`config.mk`:
```
export PLATFORM = sky130hd
export DESIGN_NAME = rounded_gradient_bar_rasterizer_core
export DESIGN_NICKNAME = d
export VERILOG_FILES = /design/src/rtl/rgbr_pkg.sv /design/src/rtl/rgbr_regs.sv /design/src/rtl/rgbr_setup.sv /design/src/rtl/rgbr_cover.sv /design/src/rtl/rgbr_blend.sv /design/src/rtl/rounded_gradient_bar_rasterizer_core.sv
export SDC_FILE = /design/constraint.sdc
export NUM_CORES = 2
export LEC_CHECK = 0
export BUFFER_PORTS_ARGS = -buffer_cell sky130_fd_sc_hd__buf_2
export CAP_MARGIN = 10
export CELL_PAD_IN_SITES_DETAIL_PLACEMENT = 0
export CELL_PAD_IN_SITES_GLOBAL_PLACEMENT = 2
export CORE_MARGIN = 3
export CORE_UTILIZATION = 38
export CTS_CLUSTER_DIAMETER = 150
export DETAILED_ROUTE_END_ITERATION = 10
export PLACE_DENSITY_LB_ADDON = 0.1
export RECOVER_POWER = 100
export SLEW_MARGIN = 20
export SYNTH_ARGS = -nofsm -noshare
export SYNTH_HDL_FRONTEND = slang
export SYNTH_HIERARCHICAL = 1
export SYNTH_SLANG_ARGS = --single-unit
```
`constraint.sdc`:
```
create_clock -name i_clk -period 8.9 [get_ports i_clk]
set_input_delay 0.89 -clock i_clk [delete_from_list [all_inputs] [get_ports i_clk]]
set_output_delay 0.89 -clock i_clk [all_outputs]
set_load 0.01 [all_outputs]
```
`src/rtl/rgbr_pkg.sv`:
```
// shared types and constants for the rounded gradient bar rasteriser
// no dependencies
package rgbr_pkg;

    localparam int SAMPLES = 4;
    localparam logic [4:0] HITS_FULL = 5'd16;

    localparam logic [2:0] REG_BAR_WIDTH       = 3'd0;
    localparam logic [2:0] REG_BAR_HEIGHT      = 3'd1;
    localparam logic [2:0] REG_CORNER_RADIUS   = 3'd2;
    localparam logic [2:0] REG_TOP_COLOUR      = 3'd3;
    localparam logic [2:0] REG_BASE_COLOUR     = 3'd4;
    localparam logic [2:0] REG_HAIRLINE_COLOUR = 3'd5;

    typedef struct packed {
        logic [12:0] bar_width;
        logic [6:0]  bar_height;
        logic [5:0]  corner_radius;
        logic [23:0] top_colour;
        logic [23:0] base_colour;
        logic [23:0] hairline_colour;
    } t_cfg;

    typedef struct packed {
        logic [SAMPLES-1:0][8:0] mag_x;
        logic [SAMPLES-1:0][8:0] mag_y;
        logic [17:0]             rr;
        logic                    corner;
        logic                    outside;
        logic                    hair;
        logic [2:0][14:0]        num;
        logic [6:0]              hm1;
    } t_s1;

    typedef struct packed {
        logic s1;
        logic s2;
        logic s3;
        logic s4;
    } t_en;

endpackage

```
`src/rtl/rgbr_regs.sv`:
```
// configuration register file behind the apb-style port
// depends on rgbr_pkg
module rgbr_regs
    import rgbr_pkg::*;
(
    input  logic        i_clk,
    input  logic        i_rst_n,
    input  logic        psel,
    input  logic        penable,
    input  logic        pwrite,
    input  logic [4:0]  paddr,
    input  logic [31:0] pwdata,
    output logic [31:0] prdata,
    output logic        pready,
    output t_cfg        o_cfg
);

    t_cfg r_cfg;
    logic [2:0] idx;

    assign idx    = paddr[4:2];
    assign pready = 1'b1;
    assign o_cfg  = r_cfg;

    always_ff @(posedge i_clk) begin
        if (!i_rst_n) begin
            r_cfg.bar_width       <= 13'd1024;
            r_cfg.bar_height      <= 7'd32;
            r_cfg.corner_radius   <= 6'd8;
            r_cfg.top_colour      <= '0;
            r_cfg.base_colour     <= '0;
            r_cfg.hairline_colour <= '0;
        end else if (psel && penable && pwrite && pready) begin
            case (idx)
                REG_BAR_WIDTH:       r_cfg.bar_width       <= pwdata[12:0];
                REG_BAR_HEIGHT:      r_cfg.bar_height      <= pwdata[6:0];
                REG_CORNER_RADIUS:   r_cfg.corner_radius   <= pwdata[5:0];
                REG_TOP_COLOUR:      r_cfg.top_colour      <= pwdata[23:0];
                REG_BASE_COLOUR:     r_cfg.base_colour     <= pwdata[23:0];
                REG_HAIRLINE_COLOUR: r_cfg.hairline_colour <= pwdata[23:0];
                default: ;
            endcase
        end
    end

    always_comb begin
        case (idx)
            REG_BAR_WIDTH:       prdata = {19'd0, r_cfg.bar_width};
            REG_BAR_HEIGHT:      prdata = {25'd0, r_cfg.bar_height};
            REG_CORNER_RADIUS:   prdata = {26'd0, r_cfg.corner_radius};
            REG_TOP_COLOUR:      prdata = {8'd0, r_cfg.top_colour};
            REG_BASE_COLOUR:     prdata = {8'd0, r_cfg.base_colour};
            REG_HAIRLINE_COLOUR: prdata = {8'd0, r_cfg.hairline_colour};
            default:             prdata = '0;
        endcase
    end

endmodule

```
`src/rtl/rgbr_setup.sv`:
```
// first pipeline stage: bounds, corner decode, sample offsets, blend numerators
// depends on rgbr_pkg
module rgbr_setup
    import rgbr_pkg::*;
#(
    parameter int MAX_BAR_WIDTH  = 4096,
    parameter int MAX_BAR_HEIGHT = 64
) (
    input  logic        i_clk,
    input  t_cfg        i_cfg,
    input  t_en         i_en,
    input  logic [11:0] i_pixel_x,
    input  logic [5:0]  i_pixel_y,
    output t_s1         o_s1
);

    t_s1 r_s1;
    t_s1 n_s1;

    logic [12:0] w;
    logic [6:0]  h;
    logic [6:0]  hm1;
    logic [5:0]  r;
    logic [12:0] x_plus_r;
    logic        left;
    logic        right;
    logic [5:0]  dx_off;
    logic [5:0]  dy_off;
    logic [6:0]  up;

    assign w = (32'(i_cfg.bar_width) > MAX_BAR_WIDTH) ? 13'(MAX_BAR_WIDTH) : i_cfg.bar_width;
    assign h = (32'(i_cfg.bar_height) > MAX_BAR_HEIGHT) ? 7'(MAX_BAR_HEIGHT)
                                                        : i_cfg.bar_height;
    assign hm1 = h - 7'd1;
    assign r   = i_cfg.corner_radius;
    assign x_plus_r = {1'b0, i_pixel_x} + {7'd0, r};
    assign left   = (i_pixel_x < {6'd0, r});
    assign right  = !left && (x_plus_r > w);
    assign dx_off = left ? (r - i_pixel_x[5:0]) : 6'(x_plus_r - w);
    assign dy_off = r - i_pixel_y;
    assign up     = hm1 - {1'b0, i_pixel_y};

    always_comb begin
        n_s1.outside = ({1'b0, i_pixel_x} >= w) || ({1'b0, i_pixel_y} >= h);
        n_s1.hair    = ({1'b0, i_pixel_y} == hm1);
        n_s1.corner  = (i_pixel_y < r) && (left || right);
        n_s1.rr      = {12'(r) * 12'(r), 6'd0};
        n_s1.hm1     = hm1;
        for (int i = 0; i < SAMPLES; i++) begin
            if (left) begin
                n_s1.mag_x[i] = {dx_off, 3'd0} - 9'(2 * i + 1);
            end else begin
                n_s1.mag_x[i] = {dx_off, 3'd0} + 9'(2 * i + 1);
            end
            n_s1.mag_y[i] = {dy_off, 3'd0} - 9'(2 * i + 1);
        end
        for (int c = 0; c < 3; c++) begin
            n_s1.num[c] = 15'(16'(i_cfg.base_colour[8*c +: 8]) * 16'(i_pixel_y)
                            + 16'(i_cfg.top_colour[8*c +: 8]) * 16'(up));
        end
    end

    always_ff @(posedge i_clk) begin
        if (i_en.s1) begin
            r_s1 <= n_s1;
        end
    end

    assign o_s1 = r_s1;

endmodule

```
`src/rtl/rgbr_cover.sv`:
```
// stages two and three of the coverage path: sample squares, disc test, hit count
// depends on rgbr_pkg
module rgbr_cover
    import rgbr_pkg::*;
(
    input  logic       i_clk,
    input  t_en        i_en,
    input  t_s1        i_s1,
    output logic [4:0] o_hits
);

    logic [17:0] r_sq_x [SAMPLES];
    logic [17:0] r_sq_y [SAMPLES];
    logic [17:0] r_rr;
    logic        r_corner;
    logic [4:0]  r_hits;
    logic [SAMPLES*SAMPLES-1:0] hit_vec;

    always_ff @(posedge i_clk) begin
        if (i_en.s2) begin
            for (int i = 0; i < SAMPLES; i++) begin
                r_sq_x[i] <= 18'(i_s1.mag_x[i]) * 18'(i_s1.mag_x[i]);
                r_sq_y[i] <= 18'(i_s1.mag_y[i]) * 18'(i_s1.mag_y[i]);
            end
            r_rr     <= i_s1.rr;
            r_corner <= i_s1.corner;
        end
    end

    always_comb begin
        for (int j = 0; j < SAMPLES; j++) begin
            for (int i = 0; i < SAMPLES; i++) begin
                hit_vec[j*SAMPLES + i] = ({1'b0, r_sq_x[i]} + {1'b0, r_sq_y[j]})
                                         <= {1'b0, r_rr};
            end
        end
    end

    always_ff @(posedge i_clk) begin
        if (i_en.s3) begin
            r_hits <= r_corner ? 5'($countones(hit_vec)) : HITS_FULL;
        end
    end

    assign o_hits = r_hits;

endmodule

```
`src/rtl/rgbr_blend.sv`:
```
// stages two and three of the gradient path: restoring divide by height minus one
// depends on rgbr_pkg
module rgbr_blend
    import rgbr_pkg::*;
(
    input  logic            i_clk,
    input  t_en             i_en,
    input  t_s1             i_s1,
    output logic [2:0][7:0] o_colour
);

    logic [2:0][14:0] r_rem;
    logic [2:0][3:0]  r_qh;
    logic [6:0]       r_hm1;
    logic [2:0][7:0]  r_q;
    logic [2:0][14:0] n_rem;
    logic [2:0][3:0]  n_qh;
    logic [2:0][14:0] n_rem2;
    logic [2:0][7:0]  n_q;

    // upper quotient nibble
    always_comb begin
        for (int c = 0; c < 3; c++) begin
            n_rem[c] = i_s1.num[c];
            n_qh[c]  = '0;
            for (int k = 0; k < 4; k++) begin
                if (n_rem[c] >= (15'(i_s1.hm1) << (7 - k))) begin
                    n_rem[c] = n_rem[c] - (15'(i_s1.hm1) << (7 - k));
                    n_qh[c]  = {n_qh[c][2:0], 1'b1};
                end else begin
                    n_qh[c]  = {n_qh[c][2:0], 1'b0};
                end
            end
        end
    end

    always_ff @(posedge i_clk) begin
        if (i_en.s2) begin
            r_rem <= n_rem;
            r_qh  <= n_qh;
            r_hm1 <= i_s1.hm1;
        end
    end

    // lower quotient nibble
    always_comb begin
        for (int c = 0; c < 3; c++) begin
            n_rem2[c] = r_rem[c];
            n_q[c]    = {4'd0, r_qh[c]};
            for (int k = 0; k < 4; k++) begin
                if (n_rem2[c] >= (15'(r_hm1) << (3 - k))) begin
                    n_rem2[c] = n_rem2[c] - (15'(r_hm1) << (3 - k));
                    n_q[c]    = {n_q[c][6:0], 1'b1};
                end else begin
                    n_q[c]    = {n_q[c][6:0], 1'b0};
                end
            end
        end
    end

    always_ff @(posedge i_clk) begin
        if (i_en.s3) begin
            r_q <= n_q;
        end
    end

    assign o_colour = r_q;

endmodule

```
`src/rtl/rounded_gradient_bar_rasterizer_core.sv`:
```
// Pixel generator for a title bar with a vertical gradient, a hairline bottom
// row and antialiased rounded top corners. Unless the output stalls, it takes one
// pixel word per clock and returns one premultiplied ARGB word per clock, through
// four register stages (setup and blend numerators, sample squares with the upper
// quotient bits, disc test with the lower quotient bits, coverage scaling into the
// output register). Registers must be written over the APB-style port only while
// no pixel is in flight; the block itself does not enforce this.
// depends on rgbr_pkg, rgbr_regs, rgbr_setup, rgbr_cover, rgbr_blend
module rounded_gradient_bar_rasterizer_core
    import rgbr_pkg::*;
#(
    parameter int MAX_BAR_WIDTH  = 4096,
    parameter int MAX_BAR_HEIGHT = 64
) (
    input  logic        i_clk,
    input  logic        i_rst_n,
    input  logic        psel,
    input  logic        penable,
    input  logic        pwrite,
    input  logic [4:0]  paddr,
    input  logic [31:0] pwdata,
    output logic [31:0] prdata,
    output logic        pready,
    input  logic        s_axis_tvalid,
    output logic        s_axis_tready,
    input  logic [23:0] s_axis_tdata,   // pixel_x[11:0], pixel_y[17:12], zero pad
    output logic        m_axis_tvalid,
    input  logic        m_axis_tready,
    output logic [31:0] m_axis_tdata    // alpha[7:0], red[15:8], green[23:16], blue[31:24]
);

    t_cfg cfg;
    t_s1  s1;
    t_en  en;

    logic r_v1, r_v2, r_v3, r_v4;
    logic r_out2, r_hair2, r_out3, r_hair3;
    logic [31:0] r_tdata;
    logic [4:0]  hits;
    logic [2:0][7:0] blend;
    logic [2:0][7:0] colour;
    logic [31:0] n_tdata;
    logic [12:0] prod_a;
    logic [2:0][12:0] prod_c;

    assign en.s4 = !r_v4 || m_axis_tready;
    assign en.s3 = !r_v3 || en.s4;
    assign en.s2 = !r_v2 || en.s3;
    assign en.s1 = !r_v1 || en.s2;

    assign s_axis_tready = en.s1;
    assign m_axis_tvalid = r_v4;
    assign m_axis_tdata  = r_tdata;

    rgbr_regs u_regs (
        .i_clk   (i_clk),
        .i_rst_n (i_rst_n),
        .psel    (psel),
        .penable (penable),
        .pwrite  (pwrite),
        .paddr   (paddr),
        .pwdata  (pwdata),
        .prdata  (prdata),
        .pready  (pready),
        .o_cfg   (cfg)
    );

    rgbr_setup #(
        .MAX_BAR_WIDTH  (MAX_BAR_WIDTH),
        .MAX_BAR_HEIGHT (MAX_BAR_HEIGHT)
    ) u_setup (
        .i_clk     (i_clk),
        .i_cfg     (cfg),
        .i_en      (en),
        .i_pixel_x (s_axis_tdata[11:0]),
        .i_pixel_y (s_axis_tdata[17:12]),
        .o_s1      (s1)
    );

    rgbr_cover u_cover (
        .i_clk  (i_clk),
        .i_en   (en),
        .i_s1   (s1),
        .o_hits (hits)
    );

    rgbr_blend u_blend (
        .i_clk    (i_clk),
        .i_en     (en),
        .i_s1     (s1),
        .o_colour (blend)
    );

    always_ff @(posedge i_clk) begin
        if (!i_rst_n) begin
            r_v1 <= 1'b0;
            r_v2 <= 1'b0;
            r_v3 <= 1'b0;
            r_v4 <= 1'b0;
        end else begin
            if (en.s1) r_v1 <= s_axis_tvalid;
            if (en.s2) r_v2 <= r_v1;
            if (en.s3) r_v3 <= r_v2;
            if (en.s4) r_v4 <= r_v3;
        end
    end

    always_ff @(posedge i_clk) begin
        if (en.s2) begin
            r_out2  <= s1.outside;
            r_hair2 <= s1.hair;
        end
        if (en.s3) begin
            r_out3  <= r_out2;
            r_hair3 <= r_hair2;
        end
        if (en.s4) begin
            r_tdata <= n_tdata;
        end
    end

    // coverage scaling, half up
    always_comb begin
        prod_a = 13'(hits) * 13'd255 + 13'd8;
        for (int c = 0; c < 3; c++) begin
            colour[c] = r_hair3 ? cfg.hairline_colour[8*c +: 8] : blend[c];
            prod_c[c] = 13'(colour[c]) * 13'(hits) + 13'd8;
        end
        if (r_out3) begin
            n_tdata = '0;
        end else begin
            n_tdata = {prod_c[0][11:4], prod_c[1][11:4], prod_c[2][11:4], prod_a[11:4]};
        end
    end

    a_zero_alpha_clear : assert property (@(posedge i_clk) disable iff (!i_rst_n)
        (m_axis_tvalid && m_axis_tdata[7:0] == 8'd0) |-> m_axis_tdata[31:8] == 24'd0)
        else $error("zero coverage with non-zero colour");

    a_premultiplied : assert property (@(posedge i_clk) disable iff (!i_rst_n)
        m_axis_tvalid |-> (m_axis_tdata[15:8] <= m_axis_tdata[7:0])
                       && (m_axis_tdata[23:16] <= m_axis_tdata[7:0])
                       && (m_axis_tdata[31:24] <= m_axis_tdata[7:0]))
        else $error("channel exceeds alpha");

    a_entry_from_accept : assert property (@(posedge i_clk) disable iff (!i_rst_n)
        $rose(r_v1) |-> $past(s_axis_tvalid && s_axis_tready))
        else $error("stage one filled without an accepted word");

    a_stage3_holds : assert property (@(posedge i_clk) disable iff (!i_rst_n)
        (r_v3 && !en.s4) |=> r_v3)
        else $error("stalled stage three lost its word");

endmodule
```
==> metrics list <==
- Met2 routed wirelength: 123 mm
* Violations in the final reports: max-capacitance violations, max-slew violations
- Wires add up to 252 mm.
- Remaining Overflow, GRT: 0
- Clock tree from TritonCTS: yes
- Yosys mapped a number of flops with a built-in enable equal to 364.
- The worst path in the final design needs a cycle of 8.51 ns, including I/O delays and setup.
* Setup Skew: 0.0766 ns
* Slew margin rel.: -2.24
- Of the total power, the share spent switching nets is 0.508.
* Starting density of the core: 0.383
- Number of library cell types mapped by synthesis: 130
- Count of maximum capacitance violations: 16
* # IOs: 135
* Vias after detailed routing: 62337
- The number of placed instances, taps included, is 11442.
- Remaining antenna violation count: 0
- Standby leakage power: 39.4 nW
* Top cell type's share of synthesized area: 0.205
- Synth Area per Inst: 9.07 um2
- Measured along the x axis, the die boundary spans 461 um.
* DIE AREA: 212000 um2
* Largest voltage drop on the vdd net: 0.866 mV
- Share of synthesized area occupied by flip-flops and latches: 0.165
* Top cells by area, synth: sky130_fd_sc_hd__ha_1 20%, sky130_fd_sc_hd__fa_1 16%, sky130_fd_sc_hd__edfxtp_1 14%, sky130_fd_sc_hd__inv_1 5.0%, sky130_fd_sc_hd__xnor2_1 3.8%
- Residual DRC count: 0
- The via count of the first global-routing pass was 63142.
- Count of pins over their slew limit: 688
- Drt via density: 5.39
* Placed wire-length estimate: 204 mm
* Port bufs: 109
- Synth area leader: sky130_fd_sc_hd__ha_1
* GRT Total Usage: 0.237
- Setup violations remaining at the end of the flow were counted as 0.
* Number of standard-cell rows in the floorplan: 166
- In the final routed layout, each cell accounts on average for 21.8 um.
- Portion of total power attributed to sequential cells: 0.139
- Total standard cell area after synthesis: 78500 um2
- The Yosys step of the flow raised 6 warnings.
* Crit path required time: 9.31 ns
- Static timing analysis puts the maximum clock frequency at 118 MHz.
- The highest layer touched by signal routing is met5.
* RePlAce Congestion: 0.871
- Worst hold path type: primary input to flop
- Buffers inserted during clock tree synthesis total 61.
- For this run, the detailed router's first-pass iteration total came to 6.
- Async S/R FF share, synth: 0
* Net Sw Power: 17.0 mW
* Clock tree buffer depth: 3
- Internal power contribution: 16.5 mW
* Pin count of the biggest net entering global routing: 137
* Yosys reg bits: 466
- Final hold viol count: 0
- The number of antenna violations at the first check in global routing came to 5.
- Count leader, synth: sky130_fd_sc_hd__ha_1
- At the worst endpoint, the arrival time is 8.92 ns.
- Relative contribution of the clock network to total power: 0.078
* Clk sink count: 466
* PD cells: 393 nW/um2
- In this run the clock root is driven by a sky130_fd_sc_hd__clkbuf_16.
* Classification of the worst setup path: flop to flop
- Synthesis produced 8661 cells.
- Global-route wire length before repair: 386 mm
- Post-route met1 wirelength: 113 mm
* Predominant post-synthesis flop cell: sky130_fd_sc_hd__edfxtp_1
- The floorplan step defined a core boundary enclosing 205000 um2.
- Final standard cell count with taps included and fillers excluded: 11575
- Synthesis-to-finish area growth: 8.17%
- Final net count: 10817
* DRC violation total after the first TritonRoute iteration: 3337
- Category of the worst setup path capture point: flop
* Commonest cells in the synthesized netlist: 1286 x sky130_fd_sc_hd__ha_1, 1055 x sky130_fd_sc_hd__inv_1, 630 x sky130_fd_sc_hd__fa_1
- Top fanout value on the critical path: 14
- Skew-Pair Late Insertion Delay: 0.75 ns
* Final clock period utilization by the worst path: 0.956
* Maximum level of the CTS H-tree: 2
* Share of layout cells above drive strength 1: 0.0618
* Power share of the combinational group: 0.783
- Clock transition at the register clock pins on the worst setup and hold paths after CTS: 0.06 ns
- Chip height: 461 um
- Detailed routing placed a total of 7.33 mm of wire on met3.
- The flow ran to the end, but the final reports show violations.
* Total power consumption of the routed design: 33.4 mW
* Worst Max-Slew Pin Slew: 4.87 ns
* Worst setup SP type: flop
## metal layers
layer | up-vias | track usage
met4 | 2 | 0.0762
li1 | 30494 | -
met3 | 250 | 0.0183
met2 | 906 | 0.416
met5 | - | 0
met1 | 30685 | 0.308
## metrics by stage
stage | cell area, um2 | util | setup slack [ns] | setup TNS (ns) | hold slack, ns
6_report | 84900 | 0.414 | 0.391 | 0 | 0.373
5_1_grt | 84900 | 0.414 | -0.0209 | -0.0209 | 0.394
4_1_cts | 84900 | 0.414 | 0.0545 | 0 | 0.327
3_5_place_dp | 82800 | 0.404 | -0.0507 | -0.242 | 0.405
3_3_place_gp | 82800 | 0.404 | 0.0264 | 0 | 0.401
2_1_floorplan | 78800 | - | 0.00877 | 0 | 0.400
## registers in the layout, indices dropped and copies added (netlist names)
name and count:
u_blend/r_hm1 7, r_hair3 1, m_axis_tvalid 1, r_v1 1, r_out2 1, u_setup/o_s1 80
u_cover/r_sq_y 68, u_cover/r_rr 18, u_cover/r_sq_x 68, u_blend/r_rem 45, u_regs/o_cfg 98, r_v3 1
u_blend/r_qh 12, r_v2 1, r_hair2 1, m_axis_tdata 32, r_out3 1, u_blend/o_colour 24
u_cover/r_corner 1, u_cover/o_hits 5
## path summary, 6_finish.rpt
check,start,end,slack [ns],depth (start not counted)
max,u_regs/o_cfg[84],u_setup/o_s1[21],0.39,25
min,s_axis_tvalid,r_v1,0.37,3
max reg2reg,u_regs/o_cfg[84],u_setup/o_s1[21],0.39,25
min reg2reg,u_blend/r_qh[8],u_blend/o_colour[20],0.42,0
## layout by cell type, fill, tap and decap left out, types with 191 or more instances in the layout
master,Yosys,layout
sky130_fd_sc_hd__edfxtp_1,364,364
sky130_fd_sc_hd__nor2_1,485,484
sky130_fd_sc_hd__xnor2_1,339,338
sky130_fd_sc_hd__ha_1,1286,1284
sky130_fd_sc_hd__and2_1,462,420
sky130_fd_sc_hd__a21oi_1,470,466
sky130_fd_sc_hd__inv_1,1055,1049
sky130_fd_sc_hd__nor2b_1,191,191
sky130_fd_sc_hd__nand2_1,593,592
sky130_fd_sc_hd__fa_1,630,626
sky130_fd_sc_hd__o21ai_0,356,342
sky130_fd_sc_hd__a21o_1,230,230
## layout make-up
class	count	area, um2
Fill cell	20583	120000
Multi-Input combinational cell	6949	60700
Tap cell	2688	3360
Timing Repair Buffer	291	1810
Inverter	1064	4020
Antenna cell	4	10.0
Clock inverter	32	432
Sequential cell	466	13000
Clock buffer	81	1630
## repair_timing
item	CTS	global route
endpoints found under the setup margin	7	38
hold buffers	0	0
pin swaps	0	11
resized for setup	1	69
cloned	0	1
buffers inserted	0	16
## logic make-up after synthesis
kind of cell | Yosys count | share of synthesized area
adders and majority gates | 1916 | 0.366
other | 4 | 0.000191
DFF | 466 | 0.165
AOI/OAI and AO/OA | 1782 | 0.149
and+or+nand+nor | 2469 | 0.164
xor gates and xnor gates | 492 | 0.0554
muxes | 257 | 0.0346
buffers and inverters | 1275 | 0.0659
## power groups by stage
stage	Sequential, mW	Clock [mW]	Combinational [mW]
CTS	4.68	2.69	26.4
floorplan	3.71	0	20.4
global route	4.64	2.76	30.2
finish	4.65	2.59	26.2
global placement	4.72	0	25.9
detailed placement	4.71	0	26.1
## worst max-delay path, cell delays in order, from the launching register on
cell and delay, ns:
sky130_fd_sc_hd__dfxtp_1 0.32, sky130_fd_sc_hd__clkbuf_1 0.27, sky130_fd_sc_hd__nand2b_1 0.26, sky130_fd_sc_hd__ha_1 0.26, sky130_fd_sc_hd__xnor2_1 0.59, sky130_fd_sc_hd__ha_1 0.40, sky130_fd_sc_hd__a21o_1 0.21, sky130_fd_sc_hd__a21oi_2 0.20
sky130_fd_sc_hd__o21ai_0 0.12, sky130_fd_sc_hd__a21oi_2 0.19, sky130_fd_sc_hd__xor2_2 0.59, sky130_fd_sc_hd__clkbuf_1 0.52, sky130_fd_sc_hd__and2_1 0.23, sky130_fd_sc_hd__fa_1 0.41, sky130_fd_sc_hd__inv_1 0.08, sky130_fd_sc_hd__fa_1 0.43
sky130_fd_sc_hd__fa_1 0.52, sky130_fd_sc_hd__fa_1 0.44, sky130_fd_sc_hd__fa_1 0.53, sky130_fd_sc_hd__inv_1 0.05, sky130_fd_sc_hd__ha_1 0.31, sky130_fd_sc_hd__nand3_1 0.10, sky130_fd_sc_hd__o22ai_1 0.11, sky130_fd_sc_hd__o41ai_2 0.37
sky130_fd_sc_hd__nor2_1 0.09, sky130_fd_sc_hd__a211oi_1 0.56
Note: power is estimated with default switching activity, not from simulation.
